$ cat src/rtl/core/iors_pkg.sv
// iors_pkg: shared types and codes of the disk request scheduler.
// Item structs, op/status/policy codes, field widths. No dependencies.
package iors_pkg;

  localparam int SectorW = 64;
  localparam int LengthW = 32;
  localparam int StampW  = 32;
  localparam int HandleW = 4;
  localparam int SlotW   = 4;
  localparam int PendW   = 5;
  localparam int WordW   = 64;
  localparam int OpW     = 2;
  localparam int StatusW = 2;
  localparam int PolicyW = 2;

  // op codes
  localparam logic [OpW-1:0] OP_ADD      = 2'd0;
  localparam logic [OpW-1:0] OP_QUERY    = 2'd1;
  localparam logic [OpW-1:0] OP_COMPLETE = 2'd2;

  // status codes
  localparam logic [StatusW-1:0] ST_OK        = 2'd0;
  localparam logic [StatusW-1:0] ST_EMPTY     = 2'd1;
  localparam logic [StatusW-1:0] ST_FULL      = 2'd2;
  localparam logic [StatusW-1:0] ST_NOT_FOUND = 2'd3;

  // policy codes (anything else runs as fifo)
  localparam logic [PolicyW-1:0] POL_FIFO     = 2'd0;
  localparam logic [PolicyW-1:0] POL_DEADLINE = 2'd1;
  localparam logic [PolicyW-1:0] POL_NEAREST  = 2'd2;

  typedef struct packed {
    logic [OpW-1:0]     op;
    logic [SectorW-1:0] sector;
    logic [LengthW-1:0] length;
    logic               direction;
    logic [StampW-1:0]  timestamp;
    logic [HandleW-1:0] handle;
  } iors_in_t;

  typedef struct packed {
    logic [StatusW-1:0] status;
    logic [SlotW-1:0]   slot;
    logic [SectorW-1:0] picked_sector;
    logic [LengthW-1:0] picked_length;
    logic               picked_direction;
    logic [PendW-1:0]   pending;
    logic [WordW-1:0]   head_position;
    logic [WordW-1:0]   requests_total;
    logic [WordW-1:0]   sectors_total;
    logic [WordW-1:0]   latency_sum;
  } iors_out_t;

  // read/write strobes of the two table memories
  typedef struct packed {
    logic ent_re;
    logic ent_we;
    logic ord_re;
    logic ord_we;
  } iors_mem_ctl_t;

endpackage

$ cat src/rtl/core/io_request_scheduler.sv
// io_request_scheduler: top level of the pending disk request table.
// Depends on iors_pkg, iors_alu and iors_store.
//
// Keeps up to QUEUE_DEPTH disk requests in a slot table plus a list that
// orders them, and handles one item at a time: add a request (fifo append,
// reads-first for the deadline policy, sector-sorted insert for the nearest
// policy), query the next request (list head, oldest timestamp, or nearest
// sector to the head position; ties go to the earlier list entry), or
// complete a request by slot, which moves the head to sector + length and
// adds its latency to a running sum. Every item gives one result item.
// in_stall_o is high from acceptance until the result has been loaded into
// the output register; a result may wait there while the next item is
// taken. All word arithmetic goes through one 64-bit add/subtract unit, and
// the list lives in a single-port-read memory, so the cost of an item is set
// by its list walks, which read one list entry at a time. Steps per item:
//   add:      scan for the lowest free slot, for the nearest policy walk
//             the sorted list comparing sectors, move later entries up, write
//   query:    walk every entry (deadline, nearest) or take the list head (fifo)
//   complete: find the slot in the list, move the entries after it down,
//             then add the latency and move the head
//   rejected adds, empty queries, unknown handles, unused op: no walk
// The table state comes out of reset ready; there is no clearing pass. The
// policy register may only be written while the block is idle.
module io_request_scheduler import iors_pkg::*; #(
  parameter int QUEUE_DEPTH = 16,
  parameter int TIME_BITS   = 32
) (
  input  logic               clk_i,
  input  logic               rst_ni,
  // request items
  input  logic               in_valid_i,
  output logic               in_stall_o,
  input  iors_in_t           in_data_i,
  // result items
  output logic               out_valid_o,
  input  logic               out_stall_i,
  output iors_out_t          out_data_o,
  // policy register write
  input  logic               cfg_valid_i,
  output logic               cfg_ready_o,
  input  logic [PolicyW-1:0] cfg_data_i
);

  localparam int AW    = (QUEUE_DEPTH > 1) ? $clog2(QUEUE_DEPTH) : 1;
  localparam int CW    = $clog2(QUEUE_DEPTH + 1);
  localparam int TimeW = (TIME_BITS < StampW) ? TIME_BITS : StampW;
  localparam int EntW  = 1 + LengthW + SectorW + TimeW;
  localparam int XW    = ((AW > HandleW) ? AW : HandleW) + 1;
  localparam logic [CW-1:0] DepthC = CW'(QUEUE_DEPTH);
  localparam logic [XW-1:0] DepthX = XW'(QUEUE_DEPTH);

  // sequencer states
  localparam logic [4:0] S_IDLE    = 5'd0;
  localparam logic [4:0] S_FREE    = 5'd1;   // scan for lowest free slot
  localparam logic [4:0] S_A_RDORD = 5'd2;   // sorted insert walk
  localparam logic [4:0] S_A_RDENT = 5'd3;
  localparam logic [4:0] S_A_CMP   = 5'd4;
  localparam logic [4:0] S_SH_RD   = 5'd5;   // open a gap in the list
  localparam logic [4:0] S_SH_WR   = 5'd6;
  localparam logic [4:0] S_A_WRITE = 5'd7;
  localparam logic [4:0] S_A_CNT   = 5'd8;
  localparam logic [4:0] S_Q_RDORD = 5'd9;   // selection walk
  localparam logic [4:0] S_Q_RDENT = 5'd10;
  localparam logic [4:0] S_Q_EVAL  = 5'd11;
  localparam logic [4:0] S_Q_ABS   = 5'd12;
  localparam logic [4:0] S_Q_CMP   = 5'd13;
  localparam logic [4:0] S_Q_FETCH = 5'd14;
  localparam logic [4:0] S_C_RDORD = 5'd15;  // find handle in the list
  localparam logic [4:0] S_C_CMP   = 5'd16;
  localparam logic [4:0] S_R_RD    = 5'd17;  // close the gap
  localparam logic [4:0] S_R_WR    = 5'd18;
  localparam logic [4:0] S_C_RDENT = 5'd19;
  localparam logic [4:0] S_C_LAT1  = 5'd20;
  localparam logic [4:0] S_C_LAT2  = 5'd21;
  localparam logic [4:0] S_C_HEAD  = 5'd22;
  localparam logic [4:0] S_RESP    = 5'd23;

  // control state
  logic [4:0]             state_q, state_d;
  logic [CW-1:0]          count_q, count_d;
  logic [QUEUE_DEPTH-1:0] valid_q, valid_d;
  logic [PolicyW-1:0]     policy_q, policy_d;
  logic                   out_valid_q, out_valid_d;
  logic [WordW-1:0]       head_q, head_d;
  logic [WordW-1:0]       acc_q, acc_d;
  logic [WordW-1:0]       ssum_q, ssum_d;
  logic [WordW-1:0]       lat_q, lat_d;

  // working registers
  logic [CW-1:0]          idx_q, idx_d;
  logic [CW-1:0]          pos_q, pos_d;
  logic [AW-1:0]          slot_q, slot_d;
  logic [AW-1:0]          best_q, best_d;
  logic [WordW-1:0]       key_q, key_d;
  logic [WordW-1:0]       tmp_q, tmp_d;
  logic                   neg_q, neg_d;
  iors_in_t               item_q, item_d;
  logic [StatusW-1:0]     res_status_q, res_status_d;
  logic [AW-1:0]          res_slot_q, res_slot_d;
  logic                   res_pick_q, res_pick_d;
  iors_out_t              out_q, out_d;

  // memory and ALU hookup
  iors_mem_ctl_t          mem_ctl;
  logic [AW-1:0]          ent_waddr, ent_raddr, ord_waddr, ord_raddr, ord_wdata, ord_rdata;
  logic [EntW-1:0]        ent_wdata, ent_rdata;
  logic [WordW-1:0]       alu_a, alu_b, alu_res;
  logic                   alu_sub, alu_carry, alu_lt;

  logic                   in_acc;
  logic [CW-1:0]          idx_inc, idx_dec;
  logic [XW-1:0]          in_hx, item_hx;
  logic [AW-1:0]          in_ha, item_ha;
  logic                   in_hit;
  logic [TimeW-1:0]       ent_time;
  logic [SectorW-1:0]     ent_sector;
  logic [LengthW-1:0]     ent_len;
  logic                   ent_dir;

  assign in_stall_o  = (state_q != S_IDLE);
  assign in_acc      = in_valid_i && !in_stall_o;
  assign cfg_ready_o = 1'b1;
  assign out_valid_o = out_valid_q;
  assign out_data_o  = out_q;

  assign idx_inc = idx_q + 1'b1;
  assign idx_dec = idx_q - 1'b1;

  // handle range check: handles at or above the depth name no slot
  assign in_hx   = XW'(in_data_i.handle);
  assign in_ha   = in_hx[AW-1:0];
  assign in_hit  = (in_hx < DepthX) && valid_q[in_ha];
  assign item_hx = XW'(item_q.handle);
  assign item_ha = item_hx[AW-1:0];

  // entry word: {direction, length, sector, time}
  assign ent_time   = ent_rdata[TimeW-1:0];
  assign ent_sector = ent_rdata[TimeW +: SectorW];
  assign ent_len    = ent_rdata[TimeW + SectorW +: LengthW];
  assign ent_dir    = ent_rdata[EntW-1];
  assign ent_wdata  = {item_q.direction, item_q.length, item_q.sector,
                       item_q.timestamp[TimeW-1:0]};
  assign ent_waddr  = slot_q;
  assign ord_waddr  = (state_q == S_A_WRITE) ? pos_q[AW-1:0] : idx_q[AW-1:0];
  assign ord_wdata  = (state_q == S_A_WRITE) ? slot_q : ord_rdata;

  assign alu_lt = ~alu_carry;

  iors_alu u_alu (
    .a_i     (alu_a),
    .b_i     (alu_b),
    .sub_i   (alu_sub),
    .res_o   (alu_res),
    .carry_o (alu_carry)
  );

  iors_store #(
    .Depth (QUEUE_DEPTH),
    .AddrW (AW),
    .EntW  (EntW)
  ) u_store (
    .clk_i       (clk_i),
    .ctl_i       (mem_ctl),
    .ent_waddr_i (ent_waddr),
    .ent_wdata_i (ent_wdata),
    .ent_raddr_i (ent_raddr),
    .ent_rdata_o (ent_rdata),
    .ord_waddr_i (ord_waddr),
    .ord_wdata_i (ord_wdata),
    .ord_raddr_i (ord_raddr),
    .ord_rdata_o (ord_rdata)
  );

  always_comb begin
    state_d      = state_q;
    count_d      = count_q;
    valid_d      = valid_q;
    head_d       = head_q;
    acc_d        = acc_q;
    ssum_d       = ssum_q;
    lat_d        = lat_q;
    idx_d        = idx_q;
    pos_d        = pos_q;
    slot_d       = slot_q;
    best_d       = best_q;
    key_d        = key_q;
    tmp_d        = tmp_q;
    neg_d        = neg_q;
    item_d       = item_q;
    res_status_d = res_status_q;
    res_slot_d   = res_slot_q;
    res_pick_d   = res_pick_q;
    out_d        = out_q;
    out_valid_d  = out_valid_q && out_stall_i;
    policy_d     = (cfg_valid_i && cfg_ready_o) ? cfg_data_i : policy_q;
    mem_ctl      = '0;
    ent_raddr    = '0;
    ord_raddr    = '0;
    alu_a        = '0;
    alu_b        = '0;
    alu_sub      = 1'b0;

    case (state_q)
      S_IDLE: begin
        if (in_acc) begin
          item_d       = in_data_i;
          idx_d        = '0;
          res_status_d = ST_OK;
          res_slot_d   = '0;
          res_pick_d   = 1'b0;
          case (in_data_i.op)
            OP_ADD: begin
              if (count_q == DepthC) begin
                res_status_d = ST_FULL;
                state_d      = S_RESP;
              end else begin
                state_d = S_FREE;
              end
            end
            OP_QUERY: begin
              if (count_q == '0) begin
                res_status_d = ST_EMPTY;
                state_d      = S_RESP;
              end else begin
                state_d = S_Q_RDORD;
              end
            end
            OP_COMPLETE: begin
              if (!in_hit) begin
                res_status_d = ST_NOT_FOUND;
                state_d      = S_RESP;
              end else begin
                state_d = S_C_RDORD;
              end
            end
            default: begin
              state_d = S_RESP;
            end
          endcase
        end
      end

      // add: lowest free slot, one valid bit per cycle
      S_FREE: begin
        if (!valid_q[idx_q[AW-1:0]]) begin
          slot_d = idx_q[AW-1:0];
          if (policy_q == POL_NEAREST && count_q != '0) begin
            idx_d   = '0;
            state_d = S_A_RDORD;
          end else begin
            if (policy_q == POL_DEADLINE && !item_q.direction) begin
              pos_d = '0;
            end else begin
              pos_d = count_q;
            end
            idx_d   = count_q;
            state_d = S_SH_RD;
          end
        end else begin
          idx_d = idx_inc;
        end
      end

      S_A_RDORD: begin
        mem_ctl.ord_re = 1'b1;
        ord_raddr      = idx_q[AW-1:0];
        state_d        = S_A_RDENT;
      end

      S_A_RDENT: begin
        mem_ctl.ent_re = 1'b1;
        ent_raddr      = ord_rdata;
        state_d        = S_A_CMP;
      end

      // new request goes before the first entry whose sector is not smaller
      S_A_CMP: begin
        alu_a   = ent_sector;
        alu_b   = item_q.sector;
        alu_sub = 1'b1;
        if (alu_lt && idx_inc != count_q) begin
          idx_d   = idx_inc;
          state_d = S_A_RDORD;
        end else begin
          pos_d   = alu_lt ? count_q : idx_q;
          idx_d   = count_q;
          state_d = S_SH_RD;
        end
      end

      // move entries pos..count-1 up by one, top first
      S_SH_RD: begin
        if (idx_q == pos_q) begin
          state_d = S_A_WRITE;
        end else begin
          mem_ctl.ord_re = 1'b1;
          ord_raddr      = idx_dec[AW-1:0];
          state_d        = S_SH_WR;
        end
      end

      S_SH_WR: begin
        mem_ctl.ord_we = 1'b1;
        idx_d          = idx_dec;
        state_d        = S_SH_RD;
      end

      S_A_WRITE: begin
        mem_ctl.ord_we  = 1'b1;
        mem_ctl.ent_we  = 1'b1;
        valid_d[slot_q] = 1'b1;
        count_d         = count_q + 1'b1;
        alu_a           = ssum_q;
        alu_b           = WordW'(item_q.length);
        ssum_d          = alu_res;
        res_slot_d      = slot_q;
        state_d         = S_A_CNT;
      end

      S_A_CNT: begin
        alu_a   = acc_q;
        alu_b   = WordW'(1);
        acc_d   = alu_res;
        state_d = S_RESP;
      end

      // query: walk the list (fifo stops at the head), keep the best slot and its key
      S_Q_RDORD: begin
        mem_ctl.ord_re = 1'b1;
        ord_raddr      = idx_q[AW-1:0];
        state_d        = S_Q_RDENT;
      end

      S_Q_RDENT: begin
        mem_ctl.ent_re = 1'b1;
        ent_raddr      = ord_rdata;
        state_d        = S_Q_EVAL;
      end

      S_Q_EVAL: begin
        case (policy_q)
          POL_NEAREST: begin
            alu_a   = ent_sector;
            alu_b   = head_q;
            alu_sub = 1'b1;
            tmp_d   = alu_res;
            neg_d   = alu_lt;
            state_d = S_Q_ABS;
          end
          POL_DEADLINE: begin
            tmp_d   = WordW'(ent_time);
            state_d = S_Q_CMP;
          end
          default: begin
            best_d  = ord_rdata;
            state_d = S_Q_FETCH;
          end
        endcase
      end

      // distance = |sector - head|: negate when the difference borrowed
      S_Q_ABS: begin
        alu_a   = neg_q ? '0 : tmp_q;
        alu_b   = neg_q ? tmp_q : '0;
        alu_sub = 1'b1;
        tmp_d   = alu_res;
        state_d = S_Q_CMP;
      end

      // strict less-than keeps the earlier entry on ties
      S_Q_CMP: begin
        alu_a   = tmp_q;
        alu_b   = key_q;
        alu_sub = 1'b1;
        if (idx_q == '0 || alu_lt) begin
          best_d = ord_rdata;
          key_d  = tmp_q;
        end
        if (idx_inc == count_q) begin
          state_d = S_Q_FETCH;
        end else begin
          idx_d   = idx_inc;
          state_d = S_Q_RDORD;
        end
      end

      S_Q_FETCH: begin
        mem_ctl.ent_re = 1'b1;
        ent_raddr      = best_q;
        res_slot_d     = best_q;
        res_pick_d     = 1'b1;
        state_d        = S_RESP;
      end

      // complete: locate the handle's list position
      S_C_RDORD: begin
        mem_ctl.ord_re = 1'b1;
        ord_raddr      = idx_q[AW-1:0];
        state_d        = S_C_CMP;
      end

      S_C_CMP: begin
        if (ord_rdata == item_ha) begin
          state_d = S_R_RD;
        end else begin
          idx_d   = idx_inc;
          state_d = S_C_RDORD;
        end
      end

      // move entries after it down by one
      S_R_RD: begin
        if (idx_inc == count_q) begin
          state_d = S_C_RDENT;
        end else begin
          mem_ctl.ord_re = 1'b1;
          ord_raddr      = idx_inc[AW-1:0];
          state_d        = S_R_WR;
        end
      end

      S_R_WR: begin
        mem_ctl.ord_we = 1'b1;
        idx_d          = idx_inc;
        state_d        = S_R_RD;
      end

      S_C_RDENT: begin
        mem_ctl.ent_re = 1'b1;
        ent_raddr      = item_ha;
        state_d        = S_C_LAT1;
      end

      S_C_LAT1: begin
        alu_a   = WordW'(item_q.timestamp[TimeW-1:0]);
        alu_b   = WordW'(ent_time);
        alu_sub = 1'b1;
        tmp_d   = alu_res;
        state_d = S_C_LAT2;
      end

      S_C_LAT2: begin
        alu_a   = lat_q;
        alu_b   = tmp_q;
        lat_d   = alu_res;
        state_d = S_C_HEAD;
      end

      S_C_HEAD: begin
        alu_a            = ent_sector;
        alu_b            = WordW'(ent_len);
        head_d           = alu_res;
        valid_d[item_ha] = 1'b0;
        count_d          = count_q - 1'b1;
        res_slot_d       = item_ha;
        res_pick_d       = 1'b1;
        state_d          = S_RESP;
      end

      // load the output register once it is free
      S_RESP: begin
        if (!out_valid_q || !out_stall_i) begin
          out_valid_d            = 1'b1;
          out_d.status           = res_status_q;
          out_d.slot             = SlotW'(res_slot_q);
          out_d.picked_sector    = res_pick_q ? ent_sector : '0;
          out_d.picked_length    = res_pick_q ? ent_len : '0;
          out_d.picked_direction = res_pick_q && ent_dir;
          out_d.pending          = PendW'(count_q);
          out_d.head_position    = head_q;
          out_d.requests_total   = acc_q;
          out_d.sectors_total    = ssum_q;
          out_d.latency_sum      = lat_q;
          state_d                = S_IDLE;
        end
      end

      default: begin
        state_d = S_IDLE;
      end
    endcase
  end

  always_ff @(posedge clk_i or negedge rst_ni) begin
    if (!rst_ni) begin
      state_q     <= S_IDLE;
      count_q     <= '0;
      valid_q     <= '0;
      policy_q    <= POL_FIFO;
      out_valid_q <= 1'b0;
      head_q      <= '0;
      acc_q       <= '0;
      ssum_q      <= '0;
      lat_q       <= '0;
    end else begin
      state_q     <= state_d;
      count_q     <= count_d;
      valid_q     <= valid_d;
      policy_q    <= policy_d;
      out_valid_q <= out_valid_d;
      head_q      <= head_d;
      acc_q       <= acc_d;
      ssum_q      <= ssum_d;
      lat_q       <= lat_d;
    end
  end

  always_ff @(posedge clk_i) begin
    idx_q        <= idx_d;
    pos_q        <= pos_d;
    slot_q       <= slot_d;
    best_q       <= best_d;
    key_q        <= key_d;
    tmp_q        <= tmp_d;
    neg_q        <= neg_d;
    item_q       <= item_d;
    res_status_q <= res_status_d;
    res_slot_q   <= res_slot_d;
    res_pick_q   <= res_pick_d;
    out_q        <= out_d;
  end

endmodule

$ cat src/rtl/core/iors_alu.sv
// iors_alu: the one shared 64-bit add/subtract unit of the scheduler.
// Depends on iors_pkg for the word width.
module iors_alu import iors_pkg::*; (
  input  logic [WordW-1:0] a_i,
  input  logic [WordW-1:0] b_i,
  input  logic             sub_i,
  output logic [WordW-1:0] res_o,
  output logic             carry_o
);

  logic [WordW-1:0] b_op;

  assign b_op = sub_i ? ~b_i : b_i;
  // carry out low on a subtract means a < b
  assign {carry_o, res_o} = {1'b0, a_i} + {1'b0, b_op} + {{WordW{1'b0}}, sub_i};

endmodule

$ cat src/rtl/core/iors_store.sv
// iors_store: request entry memory (by slot) and list order memory (by position).
// Depends on iors_pkg for the strobe struct. Read data registered, held between reads.
module iors_store import iors_pkg::*; #(
  parameter int Depth = 16,
  parameter int AddrW = 4,
  parameter int EntW  = 129
) (
  input  logic              clk_i,
  input  iors_mem_ctl_t     ctl_i,
  input  logic [AddrW-1:0]  ent_waddr_i,
  input  logic [EntW-1:0]   ent_wdata_i,
  input  logic [AddrW-1:0]  ent_raddr_i,
  output logic [EntW-1:0]   ent_rdata_o,
  input  logic [AddrW-1:0]  ord_waddr_i,
  input  logic [AddrW-1:0]  ord_wdata_i,
  input  logic [AddrW-1:0]  ord_raddr_i,
  output logic [AddrW-1:0]  ord_rdata_o
);

  logic [EntW-1:0]  ent_mem [Depth];
  logic [AddrW-1:0] ord_mem [Depth];

  always_ff @(posedge clk_i) begin
    if (ctl_i.ent_we) begin
      ent_mem[ent_waddr_i] <= ent_wdata_i;
    end
    if (ctl_i.ent_re) begin
      ent_rdata_o <= ent_mem[ent_raddr_i];
    end
  end

  always_ff @(posedge clk_i) begin
    if (ctl_i.ord_we) begin
      ord_mem[ord_waddr_i] <= ord_wdata_i;
    end
    if (ctl_i.ord_re) begin
      ord_rdata_o <= ord_mem[ord_raddr_i];
    end
  end

endmodule
$ cat config.mk
export PLATFORM = sky130hd
export DESIGN_NAME = io_request_scheduler
export DESIGN_NICKNAME = d
export VERILOG_FILES = /design/src/rtl/core/iors_pkg.sv /design/src/rtl/core/io_request_scheduler.sv /design/src/rtl/core/iors_alu.sv /design/src/rtl/core/iors_store.sv
export SDC_FILE = /design/constraint.sdc
export NUM_CORES = 2
export LEC_CHECK = 0
export BUFFER_PORTS_ARGS = -buffer_cell sky130_fd_sc_hd__buf_2
export CAP_MARGIN = 20
export CORE_AREA = 2 2 467 469
export CTS_CLUSTER_DIAMETER = 120
export DETAILED_ROUTE_END_ITERATION = 8
export DIE_AREA = 0 0 469 471
export HOLD_SLACK_MARGIN = 0.1
export PLACE_DENSITY = 0.77
export SYNTH_ARGS = -nofsm -noshare
export SYNTH_HDL_FRONTEND = slang
export SYNTH_SLANG_ARGS = --single-unit
$ cat constraint.sdc
create_clock -name clk_i -period 25.7 [get_ports clk_i]
set_clock_uncertainty 0.15 [all_clocks]
set_input_delay 0 -clock clk_i [delete_from_list [all_inputs] [get_ports clk_i]]
set_output_delay 0 -clock clk_i [all_outputs]
set_load 0.03 [all_outputs]
==> results.py <==
metrics = {
    "drt": {
        "vias_per_cell": 6.63,
        "wirelength_microns": 415000,
        "drc": 20,
        "drt-wirelength-per-cell_microns": 30.8,
        "dr.pass1.iters": 9,
        "vias": 89300,
        "drtIter0Drc": 15800,
        "drtAntennaViolNets": 0,
    },
    "final_layout": {
        "fin_cells": 13500,
        "seqCellArea_sq_mm": 0.0946,
        "layout.nets": 10600,
        "drive_above_1_share": 0.121,
        "fin_area_sq_mm": 0.148,
        "syn2layout_area_growth_pct": 14.7,
        "multi_input_area_sq_mm": 0.0316,
        "fill_cells": 14100,
    },
    "critical_path": {
        "startpoint_type": "register",
        "cp.arrival_ns": 9.48,
        "cp-end-kind": "register",
        "crit_required_ns": 26.35,
        "reg2reg_from": "state_q[4]$_DFFE_PN0P_",
        "reg2regPathDepth": 17,
        "r2r_slack_ns": 16.87,
        "critPathMaxFanout": 194,
        "path_class": "register to register",
        "reg2reg_to": "u_store.ent_rdata_o[77]$_DFFE_PN_",
        "cp-startpoint": "state_q[4]$_DFFE_PN0P_",
    },
    "clocking": {
        "cts_buffer_depth": 4,
        "cts.repair.resized": 0,
        "ctsHoldBuffers": 331,
        "clk_pin_slew_worst_paths_ns": 0.06,
        "h-tree-depth": 5,
        "insertion_delay_ns": 1.01,
        "cts_root_buf": "clkbuf_16",
        "tritoncts": "yes",
        "postCtsSetupBuffers": 0,
        "cts.sinks": 3197,
        "cts_buffers": 331,
    },
    "synth": {
        "synth_area_leaders": "edfxtp_1 68%, nand2_1 7.9%, dfrtp_1 5.5%",
        "synth-main-ff-cell": "edfxtp_1",
        "synthArstFlopShare": 0.0891,
        "ys_ff_latch": 3197,
        "synth_enable_flop_cells": 2912,
        "synth_area_sq_mm": 0.129,
        "syn_inst": 9660,
        "ys_types": 89,
        "syn_area_per_cell_sq_um": 13.3,
        "yosys.area.top_type": "edfxtp_1",
        "yosys.area.top_type_share": 0.680,
        "seq_area_frac_synth": 0.735,
        "synth.net_count": 9876,
        "ys_warn_count": 0,
    },
    "power_and_ir_drop": {
        "peakVddDrop_mv": 0.0710,
        "pwr_density_cell_mw_per_mm2": 107,
        "leakage_nw": 54.2,
    },
    "sta": {
        "tightestPinTransition_ns": 1.22,
        "slew_headroom": 0.188,
        "finalSetupViolations": 0,
        "final_hold_viol_count": 0,
        "fin_crit_sh": 0.343,
        "rsz0062_at_grt": "false",
        "max_freq_mhz": 113,
        "hold_ws_ns": 0.137,
        "post-route-min-period_ns": 8.83,
        "setup-tns-final_ns": 0,
        "maxSlewViolCount": 0,
    },
    "placed_design": {
        "routabilityCongestion": 0.960,
        "io_buffers": 507,
        "placed_area_sq_mm": 0.134,
        "dp_hpwl_microns": 248000,
        "placed_cells": 12500,
    },
    "status": {
        "violations": "design-rule violations",
        "status": "finished, violations left",
    },
    "floorplanning": {
        "io_pins": 509,
        "initial_core_util": 0.595,
        "die_area_sq_mm": 0.221,
        "die_w_microns": 469,
        "core.rowCount": 171,
        "core_area_sq_mm": 0.216,
        "die_h_microns": 471,
    },
    "global_routing": {
        "antenna_found_initial": 50,
        "grt_pass1_wl_microns": 587000,
        "grt_max_degree": 205,
        "grt_pass1_vias": 84600,
        "grt.total_usage": 0.370,
        "grt_overflow": 0,
    },
    "hold_path": {
        "hp-class": "input pin to asynchronous set/reset pin",
    },
    "run": {
        "maxCapViolCount": 0,
    },
}
-- power by group --
| group | switching (W) | internal [W] |
|---|---|---|
| Combinational | 0.00289 | 0.00116 |
| Sequential | 0.000683 | 0.00636 |
| Clock | 0.00197 | 0.00267 |
| Total | 0.00554 | 0.0102 |
-- worst max path at each step --
stage | endpoint | slack [ns] | cells after the start
final | u_store.ent_rdata_o[77]$_DFFE_PN_ | 16.87 | 17
after CTS | u_store.ent_rdata_o[78]$_DFFE_PN_ | 17.22 | 17
after floorplan | out_data_o[0]$_DFFE_PP_ | 5.68 | 5
after detailed placement | u_store.ent_rdata_o[78]$_DFFE_PN_ | 17.32 | 17
after global placement | best_q[0]$_DFFE_PP_ | 17.63 | 19
after global routing | u_store.ent_rdata_o[77]$_DFFE_PN_ | 16.46 | 17
-- cells in the final DEF (no fill, tap or decap), types with 28 or more instances in the layout --
| cell | instances |
|---|---|
| a21oi_1 | 222 |
| nor2_1 | 119 |
| buf_2 | 506 |
| mux2i_1 | 67 |
| nand3_1 | 615 |
| xor2_1 | 102 |
| clkbuf_16 | 336 |
| a21o_1 | 52 |
| and3_1 | 271 |
| a311oi_1 | 389 |
| a22oi_1 | 132 |
| mux2_2 | 67 |
| dlygate4sd3_1 | 330 |
| ha_1 | 72 |
| dfrtp_1 | 285 |
| nand2_1 | 2711 |
| nor3_1 | 29 |
| buf_4 | 148 |
| a222oi_1 | 128 |
| o21ai_0 | 191 |
| clkinv_2 | 55 |
| clkbuf_1 | 61 |
| clkinv_1 | 61 |
| inv_1 | 28 |
| xnor2_1 | 43 |
| a31oi_1 | 143 |
| and2_1 | 115 |
| edfxtp_1 | 2912 |
-- flip-flops by register name (all words and copies together), names as in the netlist, 5 cells and up --
name                 cells
lat_q                   64
tmp_q                   64
count_q                  5
state_q                  5
u_store.ord_mem         64
u_store.ent_mem       2064
valid_q                 16
acc_q                   64
idx_q                    5
ent_wdata              129
out_data_o             364
head_q                  64
key_q                   64
ssum_q                  64
u_store.ent_rdata_o    129
pos_q                    5
-- cell usage after synthesis, types with 10 or more instances --
master,count
a222oi_1,128
o21ai_0,191
a311oi_1,389
nor2b_1,11
a31oi_1,143
a22oi_1,132
a21o_1,52
o21bai_1,13
xnor2_1,43
nand4_1,27
clkbuf_1,506
and2_1,118
o21ai_1,23
a21oi_1,225
xor2_1,102
mux2_2,67
mux4_2,10
nand2_1,2715
buf_1,71
nand3_1,618
o21a_1,14
and3_1,272
ha_1,72
mux2i_1,67
dfrtp_1,285
nand2b_1,18
or3_1,13
edfxtp_1,2912
buf_2,72
nor3_1,34
o31ai_1,10
inv_1,28
nor2_1,135
-- kinds of logic after synthesis --
logic type	after synthesis	share of synthesized area
flops	3197	0.735
mux	144	0.0128
buf+inv	689	0.0211
xor+xnor	148	0.0103
simple gates	4010	0.134
other cells	1	0.0000292
compound gates	1397	0.0790
fa+ha+maj	74	0.00732
-- routing by layer --
| layer | global-route usage | wire [microns] |
|---|---|---|
| met3 | 0.0815 | 54200 |
| met5 | 0 | 182 |
| met4 | 0.216 | 28100 |
| met1 | 0.510 | 148000 |
| met2 | 0.545 | 184000 |
-- final cells by class --
class	count	share of cell area
multi-input combinational	5774	0.214
inverter	30	0.000772
timing repair buffer	1001	0.0495
clock inverter	178	0.0110
antenna	21	0.000356
tap	2854	0.0242
sequential	3197	0.641
clock buffer	400	0.0588
-- critical path, cell delays in order (launching register included) --
cell and delay [ns]:
dfrtp_1 0.36, buf_4 0.24, inv_1 0.39, nand2_1 0.16
nor3_2 0.47, nand2_1 0.21, nand2_4 0.52, buf_12 0.57
buf_4 0.77, buf_12 0.64, buf_4 0.88, buf_4 0.85
buf_4 0.80, nand2_1 0.15, and3_1 0.22, a311oi_1 0.33
a311oi_1 0.11, a21oi_1 0.23
-- metrics by stage --
stage | util | total power, W | setup slack (ns)
final | 0.683 | 0.0157 | 16.87
after global routing | 0.683 | 0.0162 | 16.46
after CTS | 0.682 | 0.0156 | 17.22
after detailed placement | 0.619 | 0.0110 | 17.32
after global placement | 0.619 | 0.0109 | 17.63
after floorplan | - | 0.00933 | 5.68
Power figures use the tool's default switching activity.
